### src/rtl/core/six_axis_tare_offset_unit_defines.svh
// ----------------------------------------------------------------------------
// six-axis tare offset unit: assertion macros
// shared concurrent checks, clocked on clk and held off during rst
// ----------------------------------------------------------------------------
`ifndef SIX_AXIS_TARE_OFFSET_UNIT_DEFINES_SVH
`define SIX_AXIS_TARE_OFFSET_UNIT_DEFINES_SVH

// same-cycle implication
`define TARE_ASSERT_NOW(label, ante, cons, msg) \
  label: assert property (@(posedge clk) disable iff (rst) (ante) |-> (cons)) \
    else $error(msg);

// next-cycle implication
`define TARE_ASSERT_NEXT(label, ante, cons, msg) \
  label: assert property (@(posedge clk) disable iff (rst) (ante) |=> (cons)) \
    else $error(msg);

`endif

### src/rtl/core/sixtare_pkg.sv
// ----------------------------------------------------------------------------
// sixtare_pkg
// types, codes and helpers shared by the six-axis tare offset unit
// ----------------------------------------------------------------------------
package sixtare_pkg;

  localparam int NUM_AXES = 6;
  localparam int OUT_W    = 32;
  localparam int SEL_W    = 3;
  localparam int CNT_W    = 7;

  // quotient bits retired per divider step
  localparam int DIV_DIG_W = 8;

  // input opcodes
  localparam logic OP_SAMPLE = 1'b0;
  localparam logic OP_ZERO   = 1'b1;

  // result kinds
  localparam logic KIND_SAMPLE = 1'b0;
  localparam logic KIND_ACK    = 1'b1;

  // axis selector code for all six axes
  localparam logic [SEL_W-1:0] AXIS_ALL = 3'd0;

  typedef logic [NUM_AXES-1:0][OUT_W-1:0] axis_vec_t;

  typedef struct packed {
    logic      kind;
    axis_vec_t val;
  } result_t;

  // per-lane control from the sequencer
  typedef struct packed {
    logic clear;   // zero the accumulator
    logic accum;   // add the sample into the accumulator
    logic load;    // load divider from the accumulator
    logic step;    // one divider iteration
    logic commit;  // write the quotient into the offset
  } lane_ctl_t;

  function automatic logic axis_hit(logic [SEL_W-1:0] sel, int unsigned lane);
    return (sel == AXIS_ALL) || (sel == SEL_W'(lane + 1));
  endfunction

endpackage

### src/rtl/core/sixtare_lane.sv
// ----------------------------------------------------------------------------
// sixtare_lane
// one axis: tare accumulator, digit-serial rounding divider, offset, correction
// ----------------------------------------------------------------------------
module sixtare_lane import sixtare_pkg::*; #(
  parameter int ZERO_SAMPLES = 100,
  parameter int SAMPLE_WIDTH = 32
) (
  input  logic             clk,
  input  logic             rst,
  input  lane_ctl_t        ctl,
  input  logic [OUT_W-1:0] sample,
  output logic [OUT_W-1:0] corrected
);

  localparam int EFF_W  = (SAMPLE_WIDTH > OUT_W) ? OUT_W : SAMPLE_WIDTH;
  localparam int SUM_W  = EFF_W + $clog2(ZERO_SAMPLES + 1);
  localparam int REM_W  = $clog2(ZERO_SAMPLES + 1);
  localparam int DW     = EFF_W + 1;
  localparam int NDIG   = (SUM_W + DIV_DIG_W - 1) / DIV_DIG_W;
  localparam int PAD_W  = NDIG * DIV_DIG_W;
  localparam int PW     = REM_W + DIV_DIG_W;
  localparam int RCP_SH = DIV_DIG_W + 2 * REM_W;
  localparam int PRD_W  = PW + RCP_SH + 1;
  localparam longint RECIP_L =
    ((longint'(1) << RCP_SH) + ZERO_SAMPLES - 1) / ZERO_SAMPLES;
  localparam logic [SUM_W-1:0] HALF  = SUM_W'(ZERO_SAMPLES / 2);
  localparam logic [PW-1:0]    DIV_K = PW'(ZERO_SAMPLES);
  localparam logic [PRD_W-1:0] RECIP = PRD_W'(RECIP_L);

  logic signed [EFF_W-1:0] samp;
  logic signed [SUM_W-1:0] sum;
  logic signed [EFF_W-1:0] offset;
  logic [SUM_W-1:0]        mag;
  logic [PAD_W-1:0]        quot;
  logic [REM_W-1:0]        rem;
  logic                    neg;
  logic [PW-1:0]           part;
  logic [PRD_W-1:0]        prod;
  logic [DIV_DIG_W-1:0]    qd;
  logic [PW-1:0]           back;
  logic [PW-1:0]           rd;
  logic [EFF_W-1:0]        qlow;
  logic signed [DW-1:0]    diff;

  assign samp = sample[EFF_W-1:0];

  // magnitude plus half divisor gives round half away from zero
  assign mag = (sum[SUM_W-1] ? $unsigned(-sum) : $unsigned(sum)) + HALF;

  // one quotient digit: remainder and next dividend digit, divided by a
  // reciprocal multiply that is exact over the partial dividend range
  assign part = {rem, quot[PAD_W-1 -: DIV_DIG_W]};
  assign prod = PRD_W'(part) * RECIP;
  assign qd   = prod[RCP_SH +: DIV_DIG_W];
  assign back = PW'(qd) * DIV_K;
  assign rd   = part - back;
  assign qlow = quot[EFF_W-1:0];

  always_ff @(posedge clk) begin
    if (rst) begin
      sum    <= '0;
      offset <= '0;
    end else begin
      if (ctl.clear) begin
        sum <= '0;
      end else if (ctl.accum) begin
        sum <= sum + SUM_W'(samp);
      end
      if (ctl.commit) begin
        offset <= neg ? -qlow : qlow;
      end
    end
  end

  // long division, one quotient digit per step
  always_ff @(posedge clk) begin
    if (ctl.load) begin
      neg  <= sum[SUM_W-1];
      quot <= PAD_W'(mag);
      rem  <= '0;
    end else if (ctl.step) begin
      quot <= {quot[PAD_W-DIV_DIG_W-1:0], qd};
      rem  <= rd[REM_W-1:0];
    end
  end

  assign diff = DW'(samp) - DW'(offset);

  generate
    if (SAMPLE_WIDTH > EFF_W) begin : g_wide
      assign corrected = diff[OUT_W-1:0];
    end else begin : g_sat
      logic signed [EFF_W-1:0] sat;
      always_comb begin
        if (diff[DW-1] != diff[DW-2]) begin
          sat = diff[DW-1] ? {1'b1, {(EFF_W-1){1'b0}}} : {1'b0, {(EFF_W-1){1'b1}}};
        end else begin
          sat = diff[EFF_W-1:0];
        end
      end
      assign corrected = OUT_W'(sat);
    end
  endgenerate

endmodule

### src/rtl/core/sixtare_outq.sv
// ----------------------------------------------------------------------------
// sixtare_outq
// merges lane results into one output word, two-entry output queue
// ----------------------------------------------------------------------------
module sixtare_outq import sixtare_pkg::*; (
  input  logic      clk,
  input  logic      rst,
  input  logic      push,
  input  logic      kind,
  input  axis_vec_t lane_val,
  output logic      full,
  output logic      out_valid,
  input  logic      out_ready,
  output result_t   head
);

  result_t    entry [2];
  logic       wr_ptr;
  logic       rd_ptr;
  logic [1:0] count;
  logic       pop;
  result_t    word;

  // an acknowledge carries zero payload
  always_comb begin
    word.kind = kind;
    word.val  = (kind == KIND_ACK) ? '0 : lane_val;
  end

  assign pop       = out_valid && out_ready;
  assign out_valid = (count != 2'd0);
  assign full      = (count == 2'd2);
  assign head      = entry[rd_ptr];

  always_ff @(posedge clk) begin
    if (push) begin
      entry[wr_ptr] <= word;
    end
  end

  always_ff @(posedge clk) begin
    if (rst) begin
      wr_ptr <= 1'b0;
      rd_ptr <= 1'b0;
      count  <= 2'd0;
    end else begin
      if (push) begin
        wr_ptr <= ~wr_ptr;
      end
      if (pop) begin
        rd_ptr <= ~rd_ptr;
      end
      if (push && !pop) begin
        count <= count + 2'd1;
      end else if (pop && !push) begin
        count <= count - 2'd1;
      end
    end
  end

endmodule

### src/rtl/core/six_axis_tare_offset_unit.sv
// ----------------------------------------------------------------------------
// six_axis_tare_offset_unit
// six-axis force/torque tare: averages a window of samples per axis into
// offsets and subtracts them (saturating unless SAMPLE_WIDTH > OUT_W) from the sample stream
// ----------------------------------------------------------------------------
//
//  channel  handshake             payload
//  -------  --------------------  -------------------------------------------
//  in       in_valid / in_ready   opcode, axis_select, force_*, torque_*
//  out      out_valid / out_ready result_kind, out_force_*, out_torque_*
//
//  one word per cycle while not dividing and the queue has room; a result enters the output queue at the accept edge
//  the sample that closes a tare starts six per-lane dividers, one 8-bit
//  quotient digit per cycle: input stalls while the dividers run and the offsets commit
//  rst is synchronous; clears offsets, sums, tare state and the queue
//  a two-entry output queue keeps input flowing, until full, while out_ready is low
//
`include "six_axis_tare_offset_unit_defines.svh"

module six_axis_tare_offset_unit import sixtare_pkg::*; #(
  parameter int ZERO_SAMPLES = 100,
  parameter int SAMPLE_WIDTH = 32
) (
  input  logic             clk,
  input  logic             rst,
  input  logic             in_valid,
  output logic             in_ready,
  input  logic             opcode,
  input  logic [SEL_W-1:0] axis_select,
  input  logic [OUT_W-1:0] force_x,
  input  logic [OUT_W-1:0] force_y,
  input  logic [OUT_W-1:0] force_z,
  input  logic [OUT_W-1:0] torque_x,
  input  logic [OUT_W-1:0] torque_y,
  input  logic [OUT_W-1:0] torque_z,
  output logic             out_valid,
  input  logic             out_ready,
  output logic             result_kind,
  output logic [OUT_W-1:0] out_force_x,
  output logic [OUT_W-1:0] out_force_y,
  output logic [OUT_W-1:0] out_force_z,
  output logic [OUT_W-1:0] out_torque_x,
  output logic [OUT_W-1:0] out_torque_y,
  output logic [OUT_W-1:0] out_torque_z
);

  localparam int EFF_W  = (SAMPLE_WIDTH > OUT_W) ? OUT_W : SAMPLE_WIDTH;
  localparam int SUM_W  = EFF_W + $clog2(ZERO_SAMPLES + 1);
  localparam int NDIG   = (SUM_W + DIV_DIG_W - 1) / DIV_DIG_W;
  localparam int DCNT_W = $clog2(NDIG + 1);
  localparam logic [CNT_W-1:0]  ZS_CNT   = CNT_W'(ZERO_SAMPLES);
  localparam logic [DCNT_W-1:0] DIV_LAST = DCNT_W'(NDIG);

  // sequencer states
  localparam logic ST_RUN = 1'b0;
  localparam logic ST_DIV = 1'b1;

  logic              state;
  logic              tare_active;
  logic [CNT_W-1:0]  tare_count;
  logic [SEL_W-1:0]  tare_axis;
  logic [DCNT_W-1:0] div_cnt;

  logic       fire;
  logic       is_zero;
  logic       tare_done;
  logic       tare_close;
  logic       push;
  logic       q_full;
  axis_vec_t  sample_vec;
  axis_vec_t  corr_vec;
  lane_ctl_t  ctl [NUM_AXES];
  result_t    head;

  assign in_ready = (state == ST_RUN) && !q_full;
  assign fire     = in_valid && in_ready;
  assign is_zero  = (opcode == OP_ZERO);

  // window full: this sample is swallowed and the divide starts
  assign tare_done  = !(tare_count < ZS_CNT);
  assign tare_close = fire && !is_zero && tare_active && tare_done;

  // zero requests acknowledge at once; samples outside a tare pass through
  assign push = fire && (is_zero || !tare_active);

  assign sample_vec = {torque_z, torque_y, torque_x, force_z, force_y, force_x};

  always_comb begin
    for (int i = 0; i < NUM_AXES; i++) begin
      ctl[i].clear  = fire && is_zero && axis_hit(axis_select, i);
      ctl[i].accum  = fire && !is_zero && tare_active && !tare_done
                      && axis_hit(tare_axis, i);
      ctl[i].load   = tare_close;
      ctl[i].step   = (state == ST_DIV) && (div_cnt < DIV_LAST);
      ctl[i].commit = (state == ST_DIV) && (div_cnt == DIV_LAST)
                      && axis_hit(tare_axis, i);
    end
  end

  // tare sequencer
  always_ff @(posedge clk) begin
    if (rst) begin
      state       <= ST_RUN;
      tare_active <= 1'b0;
      tare_count  <= '0;
      tare_axis   <= AXIS_ALL;
      div_cnt     <= '0;
    end else begin
      case (state)
        ST_RUN: begin
          if (fire && is_zero) begin
            // a new request abandons any running tare
            tare_axis   <= axis_select;
            tare_active <= 1'b1;
            tare_count  <= '0;
          end else if (tare_close) begin
            tare_active <= 1'b0;
            tare_count  <= '0;
            div_cnt     <= '0;
            state       <= ST_DIV;
          end else if (fire && tare_active) begin
            tare_count <= tare_count + CNT_W'(1);
          end
        end
        ST_DIV: begin
          if (div_cnt == DIV_LAST) begin
            state <= ST_RUN;
          end else begin
            div_cnt <= div_cnt + DCNT_W'(1);
          end
        end
        default: begin
          state <= ST_RUN;
        end
      endcase
    end
  end

  // one lane per axis
  generate
    for (genvar g = 0; g < NUM_AXES; g++) begin : g_lane
      sixtare_lane #(
        .ZERO_SAMPLES (ZERO_SAMPLES),
        .SAMPLE_WIDTH (SAMPLE_WIDTH)
      ) u_lane (
        .clk       (clk),
        .rst       (rst),
        .ctl       (ctl[g]),
        .sample    (sample_vec[g]),
        .corrected (corr_vec[g])
      );
    end
  endgenerate

  // merge lanes into the output word
  sixtare_outq u_outq (
    .clk       (clk),
    .rst       (rst),
    .push      (push),
    .kind      (is_zero ? KIND_ACK : KIND_SAMPLE),
    .lane_val  (corr_vec),
    .full      (q_full),
    .out_valid (out_valid),
    .out_ready (out_ready),
    .head      (head)
  );

  assign result_kind  = head.kind;
  assign out_force_x  = head.val[0];
  assign out_force_y  = head.val[1];
  assign out_force_z  = head.val[2];
  assign out_torque_x = head.val[3];
  assign out_torque_y = head.val[4];
  assign out_torque_z = head.val[5];

  // checks
  `TARE_ASSERT_NOW(a_div_blocks_input, state == ST_DIV, !in_ready,
    "input accepted while dividers run")
  `TARE_ASSERT_NOW(a_div_no_tare, state == ST_DIV, !tare_active && tare_count == '0,
    "tare still active during divide")
  `TARE_ASSERT_NEXT(a_close_starts_div, tare_close, state == ST_DIV && div_cnt == '0,
    "divide did not start after closing sample")
  `TARE_ASSERT_NOW(a_count_bound, tare_active, tare_count <= ZS_CNT,
    "tare count beyond window")

endmodule
### config.mk
export PLATFORM = sky130hd
export DESIGN_NAME = six_axis_tare_offset_unit
export DESIGN_NICKNAME = d
export VERILOG_FILES = /design/src/rtl/core/sixtare_pkg.sv /design/src/rtl/core/sixtare_lane.sv /design/src/rtl/core/sixtare_outq.sv /design/src/rtl/core/six_axis_tare_offset_unit.sv
export VERILOG_INCLUDE_DIRS = /design/src /design/src/rtl/core
export SDC_FILE = /design/constraint.sdc
export NUM_CORES = 2
export LEC_CHECK = 0
export CORE_MARGIN = 3
export CORE_UTILIZATION = 60
export DETAILED_ROUTE_END_ITERATION = 6
export DONT_BUFFER_PORTS = 1
export PLACE_DENSITY = 0.83
export SYNTH_ARGS = -nofsm -noshare
export SYNTH_HDL_FRONTEND = slang
export SYNTH_SLANG_ARGS = --single-unit
### constraint.sdc
create_clock -name clk -period 24 [get_ports clk]
set_clock_uncertainty 0.2 [all_clocks]
set_input_delay 7.2 -clock clk [delete_from_list [all_inputs] [get_ports clk]]
set_output_delay 7.2 -clock clk [all_outputs]
set_load 0.01 [all_outputs]
After elaboration in Yosys (flattened, before gate mapping)
Memory sizes are Yosys's and may differ from the RTL's. A register that Yosys moved wholly into a read port is not among the register bits.
Index checks and enable logic that the tools add are counted.
{"block": "totals", "register_bits": 733, "ram_bits": 386, "in_bits": 200, "output_inout_bits": 195, "wordCells": 250, "n_memories": 1}
{"block": "op_classes", "addsub": 40, "n_mul": 12, "n_lt_le_gt_ge": 2, "eq_ne": 23, "mux": 57, "n_bitwise": 3, "reduce_logical": 68}
{"name": "u_outq.entry", "depth": 2, "width": 193, "rd": 1, "rd_clocked_by_memory_dff": 1, "write_ports": 1, "line": "sixtare_outq.sv:17", "rtl": "result_t entry [2];"}
{"cell": "39-bit two-way mux", "count": 18}
{"cell": "32-bit two-way mux", "count": 18}
{"cell": "39-bit by 32-bit adder with 39-bit output", "count": 6}
{"cell": "39-bit by 6-bit adder with 39-bit output (second input constant)", "count": 6}
{"cell": "39-bit negator", "count": 6}
{"cell": "32-bit by 32-bit subtractor with 33-bit output", "count": 6}
{"cell": "192-bit two-way mux", "count": 1}
{"cell": "32-bit negator", "count": 6}
{"cell": "15-bit by 13-bit multiplier with 27-bit output (second input constant)", "count": 6}
{"cell": "8-bit by 5-bit multiplier with 5-bit output (second input constant)", "count": 6}
{"cell": "7-bit subtractor", "count": 6}
{"cell": "1-bit logical AND", "count": 32}
{"cell": "3-bit == test (second input constant)", "count": 7}
{"cell": "7-bit two-way mux", "count": 3}
{"cell": "1-bit logical OR", "count": 13}
{"cell": "3-bit by 2-bit == test with 1-bit output (second input constant)", "count": 4}
{"cell": "2-bit OR reduction", "count": 6}
{"cell": "1-bit two-way mux", "count": 10}
{"cell": "3-bit two-way mux", "count": 3}
{"cell": "2-bit nonzero test", "count": 4}
{"cell": "7-bit by 1-bit adder with 7-bit output (second input constant)", "count": 1}
{"cell": "7-bit < comparator (second input constant)", "count": 1}
{"cell": "3-bit by 1-bit == test with 1-bit output (second input constant)", "count": 2}
{"cell": "1-bit zero test", "count": 6}
{"cell": "other kinds (15)", "count": 28}

Logic depth before layout (Yosys ltp)
{"block": "logic_depth", "depth_word": 10, "depth_mapped": 27, "ltp_nobuf": 27}

Cells and area by module
From an unflattened synthesis, not the netlist that was laid out.
{"block": "hier_totals", "hier_cells": 11107, "area_unflattened_um2": 103349.1}
{"module": "sixtare_lane at g_lane[2].u_lane ...", "n_inst": 2, "cells_per_inst": 1690, "area_each_um2": 14475.1, "seq_area_each_um2": 2782.7}
{"module": "sixtare_outq", "n_inst": 1, "cells_per_inst": 835, "area_each_um2": 15472.3, "seq_area_each_um2": 11691.2}
{"module": "sixtare_lane at g_lane[4].u_lane", "n_inst": 1, "cells_per_inst": 1690, "area_each_um2": 14677.8, "seq_area_each_um2": 2782.7}
{"module": "sixtare_lane at g_lane[1].u_lane", "n_inst": 1, "cells_per_inst": 1706, "area_each_um2": 14512.7, "seq_area_each_um2": 2782.7}
{"module": "sixtare_lane at g_lane[5].u_lane", "n_inst": 1, "cells_per_inst": 1679, "area_each_um2": 14405.1, "seq_area_each_um2": 2782.7}
{"module": "sixtare_lane at g_lane[0].u_lane", "n_inst": 1, "cells_per_inst": 1694, "area_each_um2": 14380.0, "seq_area_each_um2": 2782.7}
{"module": "six_axis_tare_offset_unit", "n_inst": 1, "cells_per_inst": 123, "area_each_um2": 950.9, "seq_area_each_um2": 300.3}

Worst setup path before layout
Ideal clock, no wire load.
{"block": "synth_path", "kind": "input-to-reg", "from": "input opcode", "to": "memory u_outq.entry[0][0] (netlist bit), enable pin", "setup_time_ns": 0.982, "arrival_time_ns": 20.549, "required_time_ns": 22.818, "path_slack_ns": 2.269, "cell_stages": 3, "path_buffers": 1, "path_cell_list": "clkbuf_1 -> nor2b_1 -> nor3_1"}
{"block": "synth_via", "elab_chain_len": 4}
{"item": "from (decl)", "line": "six_axis_tare_offset_unit.sv:28", "rtl": "input logic opcode,"}
{"item": "1-bit logical OR", "line": "six_axis_tare_offset_unit.sv:84", "rtl": "assign push = fire && (is_zero || !tare_active);"}
{"item": "1-bit logical AND", "line": "six_axis_tare_offset_unit.sv:84"}
{"item": "1-bit two-way mux", "line": "sixtare_outq.sv:36", "rtl": "if (push) begin"}
{"item": "1-bit two-way mux (not written as such)", "line": "sixtare_outq.sv:37", "rtl": "entry[wr_ptr] <= word;"}
{"item": "to (decl)", "line": "sixtare_outq.sv:17"}
Every way passes these cells.

==> impl_metrics.yaml <==
synth:
  async_reset_ff_frac: 0
  syn_inst: 11100
  synth_seq_area_share: 0.287
  syn-cell-area_mm2: 0.100
  synth-edff-count: 626
  yosysWarnings: 0
  syn-mean-instance-area_um2: 9.01
  syn_nets: 12800
  yosysUniqueCellTypes: 102
  synth-main-ff-cell: "edfxtp_1"
  ys_ff_latch: 1120
floorplan:
  start_util: 0.605
  num_rows: 149
  top_level_ports: 395
  die_h_um: 414
  dieArea_mm2: 0.172
  die_w_um: 414
  coreArea_mm2: 0.165
critical_path:
  worstPathArrival_ns: 12.73
  startpoint_type: "input port"
  endpoint_kind: "flip-flop"
  worstPathRequired_ns: 24.40
  cp_max_fo: 28
  critPathMaxStageDelay_ns: 0.91
  crit_top_cell: "ha_1"
  crit_chain: "ha_1, nor2b_1, o31ai_1, a2111oi_0, o2111a_1, o41a_1, a41o_1, a221oi_1, a21oi_1, nor2_1, xnor2_1, ha_1, nand2_1, or2_2, o21ai_0"
  path_class: "input port to flip-flop"
  r2r_cells: 27
  worst_path_max_delay_cell: "ha_1"
placement:
  portBuffers: 0
  hpwl_um: 206000
  pre_cts_ws_ns: 10.86
  globalplace.congestion: 0.995
  place_area_mm2: 0.102
pwr:
  cellLeakagePower_uw: 0.0428
  p_per_area_mw_per_mm2: 51.5
  ir_worst_vdd_mv: 0.0810
cts:
  clk_latency_ns: 0.80
  clk_path_buf_depth: 3
  ctsResizeCount: 0
  cts_tree: "done"
  cts_hold_buf: 0
  htree_levels: 4
  clkSinkCount: 1120
  cts-root-buf: "clkbuf_16"
  clkSlewWorstSetupHoldPaths_ns: 0.06
  cts_buffers: 132
  post_cts_buffers: 0
route:
  viasPerCell: 6.26
  drc: 0
  dr.pass1.iters: 6
  vias: 82300
  wl_um: 268000
  detail_route.wl_per_cell_um: 20.4
  detail-route-antenna-nets: 0
  drt_iter0_drc: 8202
sta:
  setup_viol: 0
  rsz0062_at_grt: "false"
  fin_crit_ns: 12.33
  relSlewSlack: 0.161
  finalCritPeriodShare: 0.514
  fin_ws_ns: 11.67
  hold_viol: 0
  fin_tns_setup_ns: 0
  worst_pin_slew_ns: 1.26
  holdWs_ns: 0.252
  clock.fmax_mhz: 81.1
  slew_violations: 0
run:
  cap_violations: 0
cells_and_area:
  synthToLayoutAreaGrowth_pct: 6.01
  nFillCells: 13100
  final_common_cell: "ha_1"
  drive_gt1_frac: 0.0566
  final_cell_mix: "1068 x ha_1, 1052 x inv_1, 960 x nand2_1"
  fin_nets: 12500
  post-route-util: 0.641
  regArea_mm2: 0.0287
  multi_input_area_mm2: 0.0657
  fin_area_mm2: 0.106
global_routing:
  grt_use_total: 0.304
  grt_max_degree: 215
  grt_overflow_total: 0
  antenna_found_initial: 0
  grt_pass1_wl_um: 429000
  grt_pass1_vias: 80900
worst_hold_path:
  hold_depth: 2
  hold_path_class: "flip-flop to flip-flop"
status:
  status: "completed"
==> routing by layer <==
layer  part of all wire  vias to the layer above  global-route usage  wire length [um]
li1                   -                    38900                   -                 -
met1               0.41                    39500               0.392            111000
met2               0.47                     3212               0.513            127000
met3              0.073                      580              0.0538             19600
met4              0.038                        0               0.112             10200
met5                  0                        -                   0                 0
==> stage by stage <==
stage | total power, uW | cells
6_report | 5460 | 13100
5_1_grt | 5670 | 13100
4_1_cts | 5470 | 13100
3_5_place_dp | 3390 | 12900
3_3_place_gp | 3350 | 12900
2_1_floorplan | 3160 | 11100
==> Yosys cell counts (all sizes together), types with 41 or more instances <==
master	n	area, um2
nor2	697	2620
dfxtp	494	9890
o21ai	683	3420
o41ai	73	639
o21a	95	713
xor2	504	4410
nand3	270	1360
mux2	204	2300
a21oi	621	3110
a31oi	73	457
nand2b	121	757
nand2	961	3610
edfxtp	626	18800
nand4	89	557
a21o	229	1720
o31ai	163	1220
fa	426	8530
buf	49	226
or4	83	638
a21boi	131	983
and3	78	488
inv	1055	3960
nor3	179	911
or3	115	719
nor2b	90	563
o21bai	52	390
nor4	87	673
xnor2	490	4290
a211oi	271	2030
and2	41	257
clkbuf	409	1540
ha	1068	13400
or2	67	419
==> state kept, by name, summed over array words and instances (netlist names), named ones only <==
register              cells
div_cnt                   3
g_lane.u_lane.neg         6
g_lane.u_lane.offset    192
g_lane.u_lane.quot      240
g_lane.u_lane.rem        42
g_lane.u_lane.sum       234
state                     1
tare_active               1
tare_axis                 3
tare_count                7
u_outq.count              2
u_outq.entry            386
u_outq.rd_ptr             1
u_outq.wr_ptr             1
==> final timing paths <==
check	slack, ns	startpoint	end
setup reg to reg	16.64	g_lane[2].u_lane.quot[36]$_DFFE_PP_	g_lane[2].u_lane.rem[6]$_SDFFE_PP0P_
hold reg to reg	0.25	g_lane[4].u_lane.offset[21]$_SDFFE_PP0P_	g_lane[4].u_lane.offset[21]$_SDFFE_PP0P_
hold / removal	0.25	g_lane[4].u_lane.offset[21]$_SDFFE_PP0P_	g_lane[4].u_lane.offset[21]$_SDFFE_PP0P_
setup / recovery	11.67	force_y[1]	u_outq.entry[0][58]$_DFFE_PP_
==> logic make-up (layout without fill, tap and decap cells) <==
kind of cell	Yosys count	count (layout)	share of synthesized area
flip-flops	1120	1120	0.287
XOR/XNOR	995	995	0.0873
adder cells (fa/ha/maj)	1507	1507	0.220
multiplexers	236	236	0.0262
buffers and inverters	1517	1361	0.0574
AO/OA/AOI/OAI	2730	2730	0.177
other	0	2	0
AND/OR/NAND/NOR	2990	2990	0.145
==> where the power goes <==
group / total (uW) / internal [uW] / switching (uW)
Combinational: 1110 / 397 / 715
Sequential: 2250 / 2190 / 66.3
Clock: 2090 / 1240 / 856
==> final cells by class <==
cell class,count,share of cell area
Tap cell,2189,0.0258
Antenna cell,2,0.0000472
Sequential cell,1120,0.271
Clock buffer,181,0.0345
Multi-Input combinational cell,8458,0.620
Timing Repair Buffer,60,0.00425
Clock inverter,61,0.00740
Inverter,1059,0.0376
==> critical path, delay by kind of cell <==
family	cells	cell delay (ns)
compound gates	8	2.46
simple gates	4	1.79
xor+xnor	1	0.10
fa+ha+maj	2	1.17
No activity file was read; power rests on OpenSTA's default activity.
